[config.mk]
export PLATFORM = sky130hd
export DESIGN_NAME = task_wakeup_ready_queue
export DESIGN_NICKNAME = d
export VERILOG_FILES = /design/src/sv/twrq_pkg.sv /design/src/sv/twrq_ram.sv /design/src/sv/twrq_front.sv /design/src/sv/twrq_back.sv /design/src/sv/task_wakeup_ready_queue.sv
export SDC_FILE = /design/constraint.sdc
export NUM_CORES = 2
export LEC_CHECK = 0
export ABC_CLOCK_PERIOD_IN_PS = 8900
export BUFFER_PORTS_ARGS = -buffer_cell sky130_fd_sc_hd__buf_2
export CAP_MARGIN = 20
export CORE_ASPECT_RATIO = 0.7
export CORE_MARGIN = 2
export CORE_UTILIZATION = 35
export DETAILED_ROUTE_END_ITERATION = 7
export PLACE_DENSITY_LB_ADDON = 0.05
export SYNTH_ARGS = -nofsm -noshare
export SYNTH_HDL_FRONTEND = slang
export SYNTH_HIERARCHICAL = 1
export SYNTH_SLANG_ARGS = --single-unit
export TNS_END_PERCENT = 30
[constraint.sdc]
create_clock -name clk_i -period 8.9 [get_ports clk_i]
set_input_delay 0.445 -clock clk_i [delete_from_list [all_inputs] [get_ports clk_i]]
set_output_delay 0.445 -clock clk_i [all_outputs]
set_load 0.01 [all_outputs]
[src/sv/twrq_pkg.sv]
// Package for the task wake-up ready queue: sizes, codes and the word types
// shared by the front end, the back end and the top level. No dependencies.
package twrq_pkg;

  // Sizes of the task table, the ready queue, the lane range and the job queue.
  localparam int NumTasks      = 64;
  localparam int QueueDepth    = 64;
  localparam int NumLanes      = 16;
  localparam int JobQueueDepth = 2;

  // Widths fixed by the command and result words.
  localparam int TaskW   = 6;
  localparam int HandleW = 16;
  localparam int LaneW   = 4;
  localparam int CountW  = 64;

  // Derived widths.
  localparam int QPtrW   = $clog2(QueueDepth);
  localparam int QCntW   = $clog2(QueueDepth + 1);
  localparam int JqPtrW  = (JobQueueDepth > 1) ? $clog2(JobQueueDepth) : 1;
  localparam int JqCntW  = $clog2(JobQueueDepth + 1);

  // Operation codes of the command word.
  typedef enum logic [2:0] {
    OP_INIT          = 3'd0,
    OP_BEGIN_SUSPEND = 3'd1,
    OP_WAKE          = 3'd2,
    OP_COMMIT        = 3'd3,
    OP_CANCEL        = 3'd4,
    OP_COMPLETE      = 3'd5,
    OP_HELP          = 3'd6,
    OP_QUERY_DONE    = 3'd7
  } op_e;

  // Phase of one task slot.
  typedef enum logic [2:0] {
    PH_UNINIT     = 3'd0,
    PH_RUNNING    = 3'd1,
    PH_SUSPENDING = 3'd2,
    PH_SUSPENDED  = 3'd3,
    PH_NOTIFIED   = 3'd4,
    PH_READY      = 3'd5,
    PH_DONE       = 3'd6
  } phase_e;

  // Status codes of the result word.
  typedef enum logic [1:0] {
    STS_OK        = 2'd0,
    STS_FAULT     = 2'd1,
    STS_EMPTY     = 2'd2,
    STS_NOT_READY = 2'd3
  } status_e;

  // Command word.
  typedef struct packed {
    logic [2:0]         operation;
    logic [TaskW-1:0]   task_id;
    logic [HandleW-1:0] resume_handle;
    logic [LaneW-1:0]   lane_id;
  } twrq_cmd_t;

  // Result word.
  typedef struct packed {
    logic [1:0]         status;
    logic [TaskW-1:0]   run_task;
    logic [HandleW-1:0] run_handle;
    logic               migrated;
    logic               task_done;
    logic               wake_lanes;
    logic [CountW-1:0]  resume_total;
    logic [CountW-1:0]  migration_total;
  } twrq_rsp_t;

  // Classified command as it travels from the front end to the back end.
  typedef struct packed {
    twrq_cmd_t cmd;
    logic      task_ok;
    logic      lane_ok;
    logic      handle_ok;
  } twrq_job_t;

endpackage

[src/sv/twrq_ram.sv]
// Generic single-port-write, single-port-read RAM with a registered read.
// No dependencies.
module twrq_ram #(
  parameter int Width = 8,
  parameter int Depth = 64
) (
  input  logic                     clk_i,
  input  logic                     we_i,
  input  logic [$clog2(Depth)-1:0] waddr_i,
  input  logic [Width-1:0]         wdata_i,
  input  logic [$clog2(Depth)-1:0] raddr_i,
  output logic [Width-1:0]         rdata_o
);

  logic [Width-1:0] mem_q [Depth];
  logic [Width-1:0] rdata_q;

  // Write port and registered read port.
  always_ff @(posedge clk_i) begin
    if (we_i) begin
      mem_q[waddr_i] <= wdata_i;
    end
    rdata_q <= mem_q[raddr_i];
  end

  assign rdata_o = rdata_q;

endmodule

[src/sv/twrq_front.sv]
// Front end: accepts command words, checks their ranges and holds them in a
// short job queue for the back end. Depends on twrq_pkg.
module twrq_front
  import twrq_pkg::*;
(
  input  logic      clk_i,
  input  logic      rst_ni,
  input  logic      start,
  output logic      busy,
  input  twrq_cmd_t cmd_i,
  output logic      job_valid_o,
  output twrq_job_t job_o,
  input  logic      job_pop_i
);

  twrq_job_t             jobs_q [JobQueueDepth];
  logic [JqPtrW-1:0]     wr_ptr_q, wr_ptr_d;
  logic [JqPtrW-1:0]     rd_ptr_q, rd_ptr_d;
  logic [JqCntW-1:0]     cnt_q, cnt_d;
  twrq_job_t             job_new;
  logic                  push;
  logic                  pop;

  // Classify the incoming word: range checks done once, on entry.
  always_comb begin
    job_new.cmd       = cmd_i;
    job_new.task_ok   = int'(cmd_i.task_id) < NumTasks;
    job_new.lane_ok   = int'(cmd_i.lane_id) < NumLanes;
    job_new.handle_ok = cmd_i.resume_handle != '0;
  end

  assign busy        = cnt_q == JqCntW'(JobQueueDepth);
  assign push        = start && !busy;
  assign job_valid_o = cnt_q != '0;
  assign pop         = job_pop_i && job_valid_o;
  assign job_o       = jobs_q[rd_ptr_q];

  // Pointer and fill count updates.
  always_comb begin
    wr_ptr_d = wr_ptr_q;
    rd_ptr_d = rd_ptr_q;
    cnt_d    = cnt_q;
    if (push) begin
      wr_ptr_d = (wr_ptr_q == JqPtrW'(JobQueueDepth - 1)) ? '0 : wr_ptr_q + 1'b1;
    end
    if (pop) begin
      rd_ptr_d = (rd_ptr_q == JqPtrW'(JobQueueDepth - 1)) ? '0 : rd_ptr_q + 1'b1;
    end
    if (push && !pop) begin
      cnt_d = cnt_q + 1'b1;
    end else if (pop && !push) begin
      cnt_d = cnt_q - 1'b1;
    end
  end

  always_ff @(posedge clk_i or negedge rst_ni) begin
    if (!rst_ni) begin
      wr_ptr_q <= '0;
      rd_ptr_q <= '0;
      cnt_q    <= '0;
    end else begin
      wr_ptr_q <= wr_ptr_d;
      rd_ptr_q <= rd_ptr_d;
      cnt_q    <= cnt_d;
    end
  end

  // Queue storage.
  always_ff @(posedge clk_i) begin
    if (push) begin
      jobs_q[wr_ptr_q] <= job_new;
    end
  end

endmodule

[src/sv/twrq_back.sv]
// Back end: runs one job at a time against the phase, handle and origin
// tables and the ready queue, and issues the result word.
// Depends on twrq_pkg and twrq_ram.
module twrq_back
  import twrq_pkg::*;
(
  input  logic      clk_i,
  input  logic      rst_ni,
  input  logic      job_valid_i,
  input  twrq_job_t job_i,
  output logic      job_pop_o,
  output logic      rsp_valid_o,
  output twrq_rsp_t rsp_o
);

  typedef enum logic [2:0] {
    ST_IDLE = 3'b001,
    ST_POP  = 3'b010,
    ST_EXEC = 3'b100
  } state_e;

  state_e               state_q, state_d;
  twrq_job_t            job_q, job_d;
  logic [NumTasks-1:0]  valid_q;
  logic                 ph_vld_q, ph_vld_d;
  logic [TaskW-1:0]     pop_task_q;
  logic [QPtrW-1:0]     head_q, head_d;
  logic [QPtrW-1:0]     tail_q, tail_d;
  logic [QCntW-1:0]     count_q, count_d;
  logic [CountW-1:0]    resume_q, resume_d;
  logic [CountW-1:0]    migr_q, migr_d;
  logic                 rsp_valid_q;
  twrq_rsp_t            rsp_q, rsp_d;

  // Table and queue ports.
  logic [TaskW-1:0]   tbl_raddr;
  logic [TaskW-1:0]   tbl_waddr;
  logic               ph_we;
  phase_e             ph_wdata;
  logic [2:0]         ph_rdata;
  logic               hd_we;
  logic [HandleW-1:0] hd_wdata;
  logic [HandleW-1:0] hd_rdata;
  logic               org_we;
  logic [LaneW-1:0]   org_rdata;
  logic               push;
  logic               pop;
  logic [TaskW-1:0]   fifo_rdata;

  phase_e ph;
  logic   exec;
  logic   full;

  assign exec = state_q == ST_EXEC;
  assign full = count_q == QCntW'(QueueDepth);

  // Sequencer: take a job, read the tables, and for a help with a valid lane and
  // a non-empty queue first read the queue head and then the popped task's entries.
  always_comb begin
    state_d   = state_q;
    job_d     = job_q;
    job_pop_o = 1'b0;
    ph_vld_d  = ph_vld_q;
    tbl_raddr = job_i.cmd.task_id;
    case (state_q)
      ST_IDLE: begin
        if (job_valid_i) begin
          job_pop_o = 1'b1;
          job_d     = job_i;
          ph_vld_d  = valid_q[job_i.cmd.task_id];
          if (op_e'(job_i.cmd.operation) == OP_HELP && job_i.lane_ok && count_q != '0) begin
            state_d = ST_POP;
          end else begin
            state_d = ST_EXEC;
          end
        end
      end
      ST_POP: begin
        tbl_raddr = fifo_rdata;
        ph_vld_d  = valid_q[fifo_rdata];
        state_d   = ST_EXEC;
      end
      ST_EXEC: begin
        state_d = ST_IDLE;
      end
      default: begin
        state_d = ST_IDLE;
      end
    endcase
  end

  // Execution of the job against the values just read.
  always_comb begin
    ph        = ph_vld_q ? phase_e'(ph_rdata) : PH_UNINIT;
    rsp_d     = '0;
    rsp_d.status = STS_OK;
    ph_we     = 1'b0;
    ph_wdata  = PH_RUNNING;
    hd_we     = 1'b0;
    hd_wdata  = job_q.cmd.resume_handle;
    org_we    = 1'b0;
    push      = 1'b0;
    pop       = 1'b0;
    tbl_waddr = job_q.cmd.task_id;
    resume_d  = resume_q;
    migr_d    = migr_q;
    if (op_e'(job_q.cmd.operation) != OP_HELP && !job_q.task_ok) begin
      rsp_d.status = STS_FAULT;
    end else begin
      case (op_e'(job_q.cmd.operation))
        OP_INIT: begin
          if (!job_q.lane_ok) begin
            rsp_d.status = STS_FAULT;
          end else begin
            ph_we    = 1'b1;
            ph_wdata = PH_RUNNING;
            hd_we    = 1'b1;
            hd_wdata = '0;
            org_we   = 1'b1;
          end
        end
        OP_BEGIN_SUSPEND: begin
          if (!job_q.handle_ok || ph != PH_RUNNING) begin
            rsp_d.status = STS_FAULT;
          end else begin
            hd_we    = 1'b1;
            ph_we    = 1'b1;
            ph_wdata = PH_SUSPENDING;
          end
        end
        OP_WAKE: begin
          if (ph == PH_SUSPENDING) begin
            ph_we    = 1'b1;
            ph_wdata = PH_NOTIFIED;
          end else if (ph == PH_SUSPENDED && !full) begin
            ph_we            = 1'b1;
            ph_wdata         = PH_READY;
            push             = 1'b1;
            rsp_d.wake_lanes = 1'b1;
          end else begin
            rsp_d.status = STS_FAULT;
          end
        end
        OP_COMMIT: begin
          if (ph == PH_SUSPENDING) begin
            ph_we    = 1'b1;
            ph_wdata = PH_SUSPENDED;
          end else if (ph == PH_NOTIFIED && !full) begin
            ph_we            = 1'b1;
            ph_wdata         = PH_READY;
            push             = 1'b1;
            rsp_d.wake_lanes = 1'b1;
          end else begin
            rsp_d.status = STS_FAULT;
          end
        end
        OP_CANCEL: begin
          if (ph == PH_SUSPENDING) begin
            ph_we    = 1'b1;
            ph_wdata = PH_RUNNING;
          end else begin
            rsp_d.status = STS_FAULT;
          end
        end
        OP_COMPLETE: begin
          if (ph == PH_RUNNING) begin
            ph_we            = 1'b1;
            ph_wdata         = PH_DONE;
            rsp_d.wake_lanes = 1'b1;
          end else begin
            rsp_d.status = STS_FAULT;
          end
        end
        OP_HELP: begin
          tbl_waddr = pop_task_q;
          if (!job_q.lane_ok) begin
            rsp_d.status = STS_FAULT;
          end else if (count_q == '0) begin
            rsp_d.status = STS_EMPTY;
          end else begin
            pop = 1'b1;
            if (int'(pop_task_q) >= NumTasks || ph != PH_READY) begin
              rsp_d.status = STS_NOT_READY;
            end else begin
              ph_we    = 1'b1;
              ph_wdata = PH_RUNNING;
              if (org_rdata != job_q.cmd.lane_id) begin
                migr_d         = migr_q + 1'b1;
                rsp_d.migrated = 1'b1;
              end
              resume_d         = resume_q + 1'b1;
              rsp_d.run_task   = pop_task_q;
              rsp_d.run_handle = hd_rdata;
            end
          end
        end
        default: begin
          rsp_d.task_done = ph == PH_DONE;
        end
      endcase
    end
    rsp_d.resume_total    = resume_d;
    rsp_d.migration_total = migr_d;
  end

  // Ready queue pointers.
  always_comb begin
    head_d  = head_q;
    tail_d  = tail_q;
    count_d = count_q;
    if (exec && push) begin
      tail_d  = (tail_q == QPtrW'(QueueDepth - 1)) ? '0 : tail_q + 1'b1;
      count_d = count_q + 1'b1;
    end
    if (exec && pop) begin
      head_d  = (head_q == QPtrW'(QueueDepth - 1)) ? '0 : head_q + 1'b1;
      count_d = count_q - 1'b1;
    end
  end

  // Control state, phase valid bits and counters.
  always_ff @(posedge clk_i or negedge rst_ni) begin
    if (!rst_ni) begin
      state_q     <= ST_IDLE;
      valid_q     <= '0;
      head_q      <= '0;
      tail_q      <= '0;
      count_q     <= '0;
      resume_q    <= '0;
      migr_q      <= '0;
      rsp_valid_q <= 1'b0;
    end else begin
      state_q     <= state_d;
      head_q      <= head_d;
      tail_q      <= tail_d;
      count_q     <= count_d;
      rsp_valid_q <= exec;
      if (exec) begin
        resume_q <= resume_d;
        migr_q   <= migr_d;
      end
      if (exec && ph_we) begin
        valid_q[tbl_waddr] <= 1'b1;
      end
    end
  end

  // Job, read qualifiers and result word.
  always_ff @(posedge clk_i) begin
    job_q    <= job_d;
    ph_vld_q <= ph_vld_d;
    if (state_q == ST_POP) begin
      pop_task_q <= fifo_rdata;
    end
    if (exec) begin
      rsp_q <= rsp_d;
    end
  end

  assign rsp_valid_o = rsp_valid_q;
  assign rsp_o       = rsp_q;

  // Phase table; unwritten slots read as uninitialized via the valid bits.
  twrq_ram #(.Width(3), .Depth(NumTasks)) u_phase_ram (
    .clk_i   (clk_i),
    .we_i    (exec && ph_we),
    .waddr_i (tbl_waddr),
    .wdata_i (3'(ph_wdata)),
    .raddr_i (tbl_raddr),
    .rdata_o (ph_rdata)
  );

  // Resume handle table.
  twrq_ram #(.Width(HandleW), .Depth(NumTasks)) u_handle_ram (
    .clk_i   (clk_i),
    .we_i    (exec && hd_we),
    .waddr_i (tbl_waddr),
    .wdata_i (hd_wdata),
    .raddr_i (tbl_raddr),
    .rdata_o (hd_rdata)
  );

  // Origin lane table.
  twrq_ram #(.Width(LaneW), .Depth(NumTasks)) u_origin_ram (
    .clk_i   (clk_i),
    .we_i    (exec && org_we),
    .waddr_i (tbl_waddr),
    .wdata_i (job_q.cmd.lane_id),
    .raddr_i (tbl_raddr),
    .rdata_o (org_rdata)
  );

  // Ready queue storage.
  twrq_ram #(.Width(TaskW), .Depth(QueueDepth)) u_ready_ram (
    .clk_i   (clk_i),
    .we_i    (exec && push),
    .waddr_i (tail_q),
    .wdata_i (job_q.cmd.task_id),
    .raddr_i (head_q),
    .rdata_o (fifo_rdata)
  );

endmodule

[src/sv/task_wakeup_ready_queue.sv]
// Top level of the task wake-up ready queue: front end, job queue and back end.
// Depends on twrq_pkg, twrq_front, twrq_back and twrq_ram.
//
//   channel   | handshake               | word
//   ----------+-------------------------+------------------------
//   command   | start (in), busy (out)  | cmd_i  (twrq_cmd_t)
//   result    | rsp_valid_o (strobe)    | rsp_o  (twrq_rsp_t)
//
// A word is taken at a clock edge with start high and busy low and enters the
// job queue; the back end takes it from that queue once it is idle. The back end
// runs one job at a time: the tables are read, then the job executes; a help that
// pops (valid lane, non-empty queue) first reads the queue head, then the tables.
// The result word and its strobe are registered from the execute state. The
// front end holds up to two words, so commands keep coming in while a job runs;
// busy rises only when that queue is full. Reset clears all phases to
// uninitialized, empties the ready queue and zeroes both counters.
// The result strobe lasts one cycle and cannot be held off.
module task_wakeup_ready_queue
  import twrq_pkg::*;
(
  input  logic      clk_i,
  input  logic      rst_ni,
  input  logic      start,
  output logic      busy,
  input  twrq_cmd_t cmd_i,
  output logic      rsp_valid_o,
  output twrq_rsp_t rsp_o
);

  logic      job_valid;
  twrq_job_t job;
  logic      job_pop;

  twrq_front u_front (
    .clk_i       (clk_i),
    .rst_ni      (rst_ni),
    .start       (start),
    .busy        (busy),
    .cmd_i       (cmd_i),
    .job_valid_o (job_valid),
    .job_o       (job),
    .job_pop_i   (job_pop)
  );

  twrq_back u_back (
    .clk_i       (clk_i),
    .rst_ni      (rst_ni),
    .job_valid_i (job_valid),
    .job_i       (job),
    .job_pop_o   (job_pop),
    .rsp_valid_o (rsp_valid_o),
    .rsp_o       (rsp_o)
  );

endmodule

Yosys cells after proc, flatten, opt, wreduce, memory -nomap -nowiden
Memory sizes are Yosys's and may differ from the RTL's. A register that Yosys moved wholly into a read port is not among the register bits.
Cells that the tools add are included.
{"block": "totals", "ff_bits": 413, "ram_bits": 1916, "inputBits": 32, "word_cells": 204, "memories": 5}
{"memory": "u_back.u_handle_ram.mem_q", "depth": 64, "word_bits": 16, "read_ports": 1, "rd_clocked_by_memory_dff": 1, "wr": 1, "line": "twrq_ram.sv:15", "source": "logic [Width-1:0] mem_q [Depth];"}
{"memory": "u_back.u_ready_ram.mem_q", "depth": 64, "word_bits": 6, "read_ports": 1, "rd_clocked_by_memory_dff": 1, "wr": 1, "line": "twrq_ram.sv:15"}
{"memory": "u_back.u_origin_ram.mem_q", "depth": 64, "word_bits": 4, "read_ports": 1, "rd_clocked_by_memory_dff": 1, "wr": 1, "line": "twrq_ram.sv:15"}
{"memory": "u_back.u_phase_ram.mem_q", "depth": 64, "word_bits": 3, "read_ports": 1, "rd_clocked_by_memory_dff": 1, "wr": 1, "line": "twrq_ram.sv:15"}
{"memory": "u_front.jobs_q", "depth": 2, "word_bits": 30, "read_ports": 1, "rd_clocked_by_memory_dff": 0, "wr": 1, "line": "twrq_front.sv:16", "source": "twrq_job_t jobs_q [JobQueueDepth];"}
{"block": "classes", "n_addsub": 10, "magnitude_cmp": 4, "n_eq_ne": 24, "muxes": 96, "bitwise_logic": 3, "n_reduce_logical": 34}
{"cell": "2-to-1 mux 64 bit", "n": 11}
{"cell": "adder 64 x 1 -> 64 bit (second input constant)", "n": 2}
{"cell": "bitwise OR 64 bit", "n": 1}
{"cell": "2-to-1 mux 16 bit", "n": 3}
{"cell": "2-to-1 mux 1 bit", "n": 47}
{"cell": "2-to-1 mux 6 bit", "n": 5}
{"cell": "2-to-1 mux 3 bit", "n": 9}
{"cell": "equality test 3 bit (second input constant)", "n": 7}
{"cell": "< comparator 6 x 7 -> 1 bit (second input constant)", "n": 3}
{"cell": "2-to-1 mux 2 bit", "n": 8}
{"cell": "nonzero test 16 bit", "n": 1}
{"cell": "equality test 3 x 2 -> 1 bit (second input constant)", "n": 5}
{"cell": "logical AND 1 bit", "n": 14}
{"cell": "2-to-1 mux 7 bit", "n": 2}
{"cell": "one-hot mux 2 bit (7 select lines)", "n": 1}
{"cell": "adder 6 x 1 -> 6 bit (second input constant)", "n": 2}
{"cell": "binary-select mux 1 bit (select 6 bit)", "n": 2}
{"cell": "equality test 6 bit (second input constant)", "n": 2}
{"cell": "one-hot mux 3 bit (4 select lines)", "n": 1}
{"cell": "equality test 3 x 1 -> 1 bit (second input constant)", "n": 3}
{"cell": "nonzero test 2 bit", "n": 4}
{"cell": "OR reduction 8 bit", "n": 1}
{"cell": "adder 7 x 1 -> 7 bit (second input constant)", "n": 1}
{"cell": "equality test 7 bit (second input constant)", "n": 1}
{"cell": "other kinds (24)", "n": 35}

Longest topological paths before layout
{"block": "logic_depth", "depth_word": 10, "depth_mapped": 17, "mapped_depth_nobuf": 11}

By module
Netlist, hierarchy kept.
{"mod": "twrq_ram at u_back.u_handle_ram", "instances": 1, "cells_per_inst": 1820, "area_per_inst_um2": 39978.3, "seq_area_each_um2": 31069.8}
{"mod": "twrq_back", "instances": 1, "cells_per_inst": 1691, "area_per_inst_um2": 19690.1, "seq_area_each_um2": 11207.0}
{"mod": "twrq_ram at u_back.u_ready_ram", "instances": 1, "cells_per_inst": 720, "area_per_inst_um2": 15225.9, "seq_area_each_um2": 11651.2}
{"mod": "twrq_ram at u_back.u_origin_ram", "instances": 1, "cells_per_inst": 521, "area_per_inst_um2": 10407.5, "seq_area_each_um2": 7767.4}
{"mod": "twrq_ram at u_back.u_phase_ram", "instances": 1, "cells_per_inst": 423, "area_per_inst_um2": 7863.8, "seq_area_each_um2": 5825.6}
{"mod": "twrq_front", "instances": 1, "cells_per_inst": 120, "area_per_inst_um2": 2426.1, "seq_area_each_um2": 1901.8}

Worst setup path before layout
OpenSTA, ideal clock, no wires.
{"block": "synth_timing", "path_type": "reg-to-reg", "from": "reg u_back.state_q[1]", "to": "mem u_back/u_origin_ram/mem_q[62][0] (netlist name) (enable)", "setup_time_ps": 330, "arrival_ps": 7121, "required_time_ps": 8570, "path_slack_ps": 1449, "stages_incl_launch_ff": 9, "synth_period_minus_slack_ps": 7451, "cell_sequence": "dfrtp_1 or3b_2 inv_1 clkbuf_1 buf_1 and3_1 nor2b_1 nand3_1 nor2_1"}
{"block": "synth_between", "elab_chain_len": 4}
{"element": "from (decl)", "line": "twrq_back.sv:22", "source": "state_e state_q, state_d;"}
{"element": "from (signal assigned)", "line": "twrq_back.sv:233", "source": "state_q <= state_d;"}
{"element": "equality test 3 bit", "line": "twrq_back.sv:54", "source": "assign exec = state_q == ST_EXEC;"}
{"element": "via u_back.exec", "line": "twrq_back.sv:51", "source": "logic exec;"}
{"element": "logical AND 1 bit", "line": "twrq_back.sv:286", "source": ".we_i (exec && org_we),"}
{"element": "2-to-1 mux 1 bit", "line": "twrq_ram.sv:20", "source": "if (we_i) begin"}
{"element": "2-to-1 mux 1 bit (implied by the code)", "line": "twrq_ram.sv:21", "source": "mem_q[waddr_i] <= wdata_i;"}
{"element": "to (decl)", "line": "twrq_ram.sv:15"}
The timed path passes the listed nets, and every way through them passes these cells.

==> results.tsv <==
metric	value	unit
fin_tns_setup	0	ns
grt_pass1_vias	50630	
maxCapViolCount	0	
holdWs	0.1756	ns
p_leak	0.03678	µW
netlist_area	95590	µm²
cts_tree	done	
violations	design-rule violations	
utilization	40.27	%
critPathMaxStageDelay	0.96	ns
crit_fanout	89	
synthTopCellsByArea	edfxtp_1, mux4_2, dfrtp_1	
htree_levels	4	
avgRoutedWirePerCell	29.09	µm
synthToLayoutAreaGrowth	14.43	%
r2r_end	u_back/u_handle_ram/rdata_o[13]	
yosys_warnings	6	
firstDrtPassIters	8	
grt_pass1_wl	391.9	mm
synth_cells	5295	
hpwl	171.3	mm
start_kind	flip-flop	
ys_seq_elements	2358	
synth_ff_type	edfxtp_1	
crit_start	u_front/rd_ptr_q	
grt_use_total	19.56	%
path_cells	mux2_2 > nand2_1 > nand2_4 > buf_12 > buf_4 > nor2b_1 > a221oi_1 > a221oi_1 > a311oi_1	
post-route-period-util	61.19	%
intPower	21860	µW
grt_max_degree	138	
rsz0062_at_grt	no	
placement.io_buffers	188	
synth_edf_count	2110	
seqCellArea	69430	µm²
die_height	441.2	µm
path_class	flip-flop to flip-flop	
crit_end	u_back/u_handle_ram/rdata_o[13]	
io_pins	189	
grt_antenna_before_repair	30	
power_frac_seq	43.3	%
cts-root-buf	clkbuf_16	
numCtsBuffers	245	
cts_setup_buffers	0	
syn_avg_cell_area	18.05	µm²
drv_slew	0	
crit_family	simple AND/OR/NAND/NOR gates	
die_x	628.6	µm
routed_wl	276.0	mm
hold_violations	0	
clock_path_buffers	4	
clock-sinks	2358	
cts_resized	0	
critPathSlowestCell	nor2b_1	
ys_types	99	
status	finished, violations left	
hold_path_class	input port to async pin	
yosys.area.top_type	edfxtp_1	
power_switching	9448	µW
clk_latency	0.90	ns
synthTopCellsByCount	edfxtp_1, nor2_1, mux4_2	
coreArea	271700	µm²
reg2regPathDepth	9	
path_clk_slew	0.06	ns
fmax	0.1836	GHz
cpMostUsedCell	a221oi_1	
p_clk_share	33.4	%
yosysMostFrequentCell	edfxtp_1	
setup_violations	0	
drive_gt1_share	23.26	%
r2r_setup_slack	3.45	ns
nFillCells	24410	
power_density	286.2	nW/µm²
drtIter0Drc	4914	
grt-ovfl-total	0	
p_sw_share	30.18	%
synth-seq-area-share	72.62	%
max-slew-margin-rel	13.73	%
fin_skew	0.05065	ns
yosysTopAreaCellShare	66.28	%
critPathArrivalTime	6.18	ns
required	9.63	ns
p_comb_share	23.4	%
start_util	35.19	%
multi_input_area	24580	µm²
cp_num_buf_inv	2	
gp_congestion	0.8134	
avgViaCountPerCell	5.382	
ant_nets	0	
worst_pin_slew	1.288	ns
layout.nets	5684	
ir_drop	0.2159	mV
synthArstFlopShare	9.288	%
vias	51060	
path_depth	9	
holdBufCountCts	31	
fin_crit	5.446	ns
r2r_start	u_front/rd_ptr_q	
drc_errors	50	
num_rows	160	
dieArea	277400	µm²
end_kind	flip-flop	
-- registers in the layout, indices dropped and copies added, names as in the netlist, 7 cells and up --
register	cells
u_back/count_q	7
u_front/jobs_q	60
u_back/u_ready_ram/mem_q	384
u_back/u_handle_ram/mem_q	1024
u_back/u_handle_ram/rdata_o	16
u_back/valid_q	64
u_back/rsp_o	155
u_back/resume_q	64
u_back/u_origin_ram/mem_q	256
u_back/migr_q	64
u_back/job_q	32
u_back/u_phase_ram/mem_q	192
-- worst register-to-register path: stages (launching register included) --
cell,delay (ns)
dfrtp_2,0.41
mux2_2,0.85
nand2_1,0.23
nand2_4,0.44
buf_12,0.57
buf_4,0.79
nor2b_1,0.97
a221oi_1,0.32
a221oi_1,0.65
a311oi_1,0.08
-- metrics by stage --
| step | setup WS (ns) | instances | area (µm²) | power (µW) |
|---|---|---|---|---|
| after floorplan | 1.449 | 5296 | 95600 | 18370 |
| after global placement | 3.308 | 8998 | 100900 | 21220 |
| after detailed placement | 3.340 | 9001 | 101000 | 21220 |
| after CTS | 3.344 | 9476 | 109300 | 31750 |
| after global routing | 3.086 | 9484 | 109400 | 32590 |
| final | 3.454 | 9486 | 109400 | 31310 |
-- area by class of cell --
cell class                      count  share of cell area [%]
Antenna cell                        3                0.006863
Clock buffer                      330                   6.184
Clock inverter                    114                   1.166
Inverter                           38                  0.1373
Multi-Input combinational cell   2621                   22.47
Sequential cell                  2358                   63.48
Tap cell                         3645                   4.169
Timing Repair Buffer              377                   2.392
-- metal layers --
layer	up-vias	GRT usage [%]	part of all wire (%)
met3	369	3.267	5.9
met5	-	0	0
met2	1577	28.05	42
li1	21810	-	-
met1	27300	30.95	50
met4	0	4.215	2.1
-- how the worst min path moves through the flow --
stage | endpoint | slack (ns) | depth (start not counted)
finish | u_back/rsp_valid_o | 0.18 | 2
detailed placement | u_back/valid_q[26] | 0.47 | 1
CTS | u_back/migr_q[1] | 0.14 | 2
global route | u_back/rsp_valid_o | 0.21 | 2
global placement | u_back/valid_q[38] | 0.46 | 1
floorplan | u_back/count_q[0] | 0.15 | 0
-- kinds of logic (layout without fill, tap and decap cells) --
| logic type | after synthesis | count (layout) | synth area share, % |
|---|---|---|---|
| other | 1 | 5 | 0.003923 |
| AOI/OAI and AO/OA | 398 | 398 | 3.185 |
| muxes | 656 | 656 | 12.99 |
| DFF | 2358 | 2358 | 72.62 |
| adders and majority gates | 11 | 11 | 0.1518 |
| and+or+nand+nor | 1283 | 1283 | 6.677 |
| xor gates and xnor gates | 271 | 271 | 2.483 |
| buffers and inverters | 317 | 859 | 1.886 |
-- cells in the final DEF, fill, tap and decap left out, types with 29 or more instances in the layout --
| cell | Yosys | layout |
|---|---|---|
| a22oi_1 | 72 | 72 |
| and3_1 | 34 | 33 |
| nor2_2 | 3 | 34 |
| a31o_2 | 57 | 57 |
| inv_1 | 35 | 33 |
| clkbuf_1 | 139 | 57 |
| edfxtp_1 | 2110 | 2110 |
| mux2i_1 | 144 | 144 |
| nor2b_1 | 63 | 61 |
| dfxtp_1 | 29 | 29 |
| nand3_1 | 147 | 146 |
| mux4_1 | 32 | 32 |
| dfrtp_1 | 218 | 214 |
| buf_4 | 26 | 139 |
| nand2_1 | 222 | 217 |
| xor2_1 | 147 | 147 |
| nor2_1 | 434 | 401 |
| nand4_1 | 55 | 55 |
| a21oi_1 | 34 | 33 |
| xnor2_1 | 124 | 124 |
| clkinv_2 | 0 | 48 |
| nor3_1 | 82 | 81 |
| clkinv_1 | 2 | 30 |
| mux2_2 | 60 | 60 |
| buf_2 | 52 | 188 |
| dlygate4sd3_1 | 0 | 31 |
| mux4_2 | 420 | 420 |
| clkbuf_16 | 0 | 248 |
| and2_1 | 51 | 35 |
-- power groups by stage --
stage	Sequential [µW]	Clock (µW)	Combinational, µW
global route	13600	11200	7860
finish	13500	10400	7320
detailed placement	13800	0	7450
CTS	13500	10700	7470
floorplan	13900	0	4470
global placement	13800	0	7440
No activity file was read; power rests on OpenSTA's default activity.
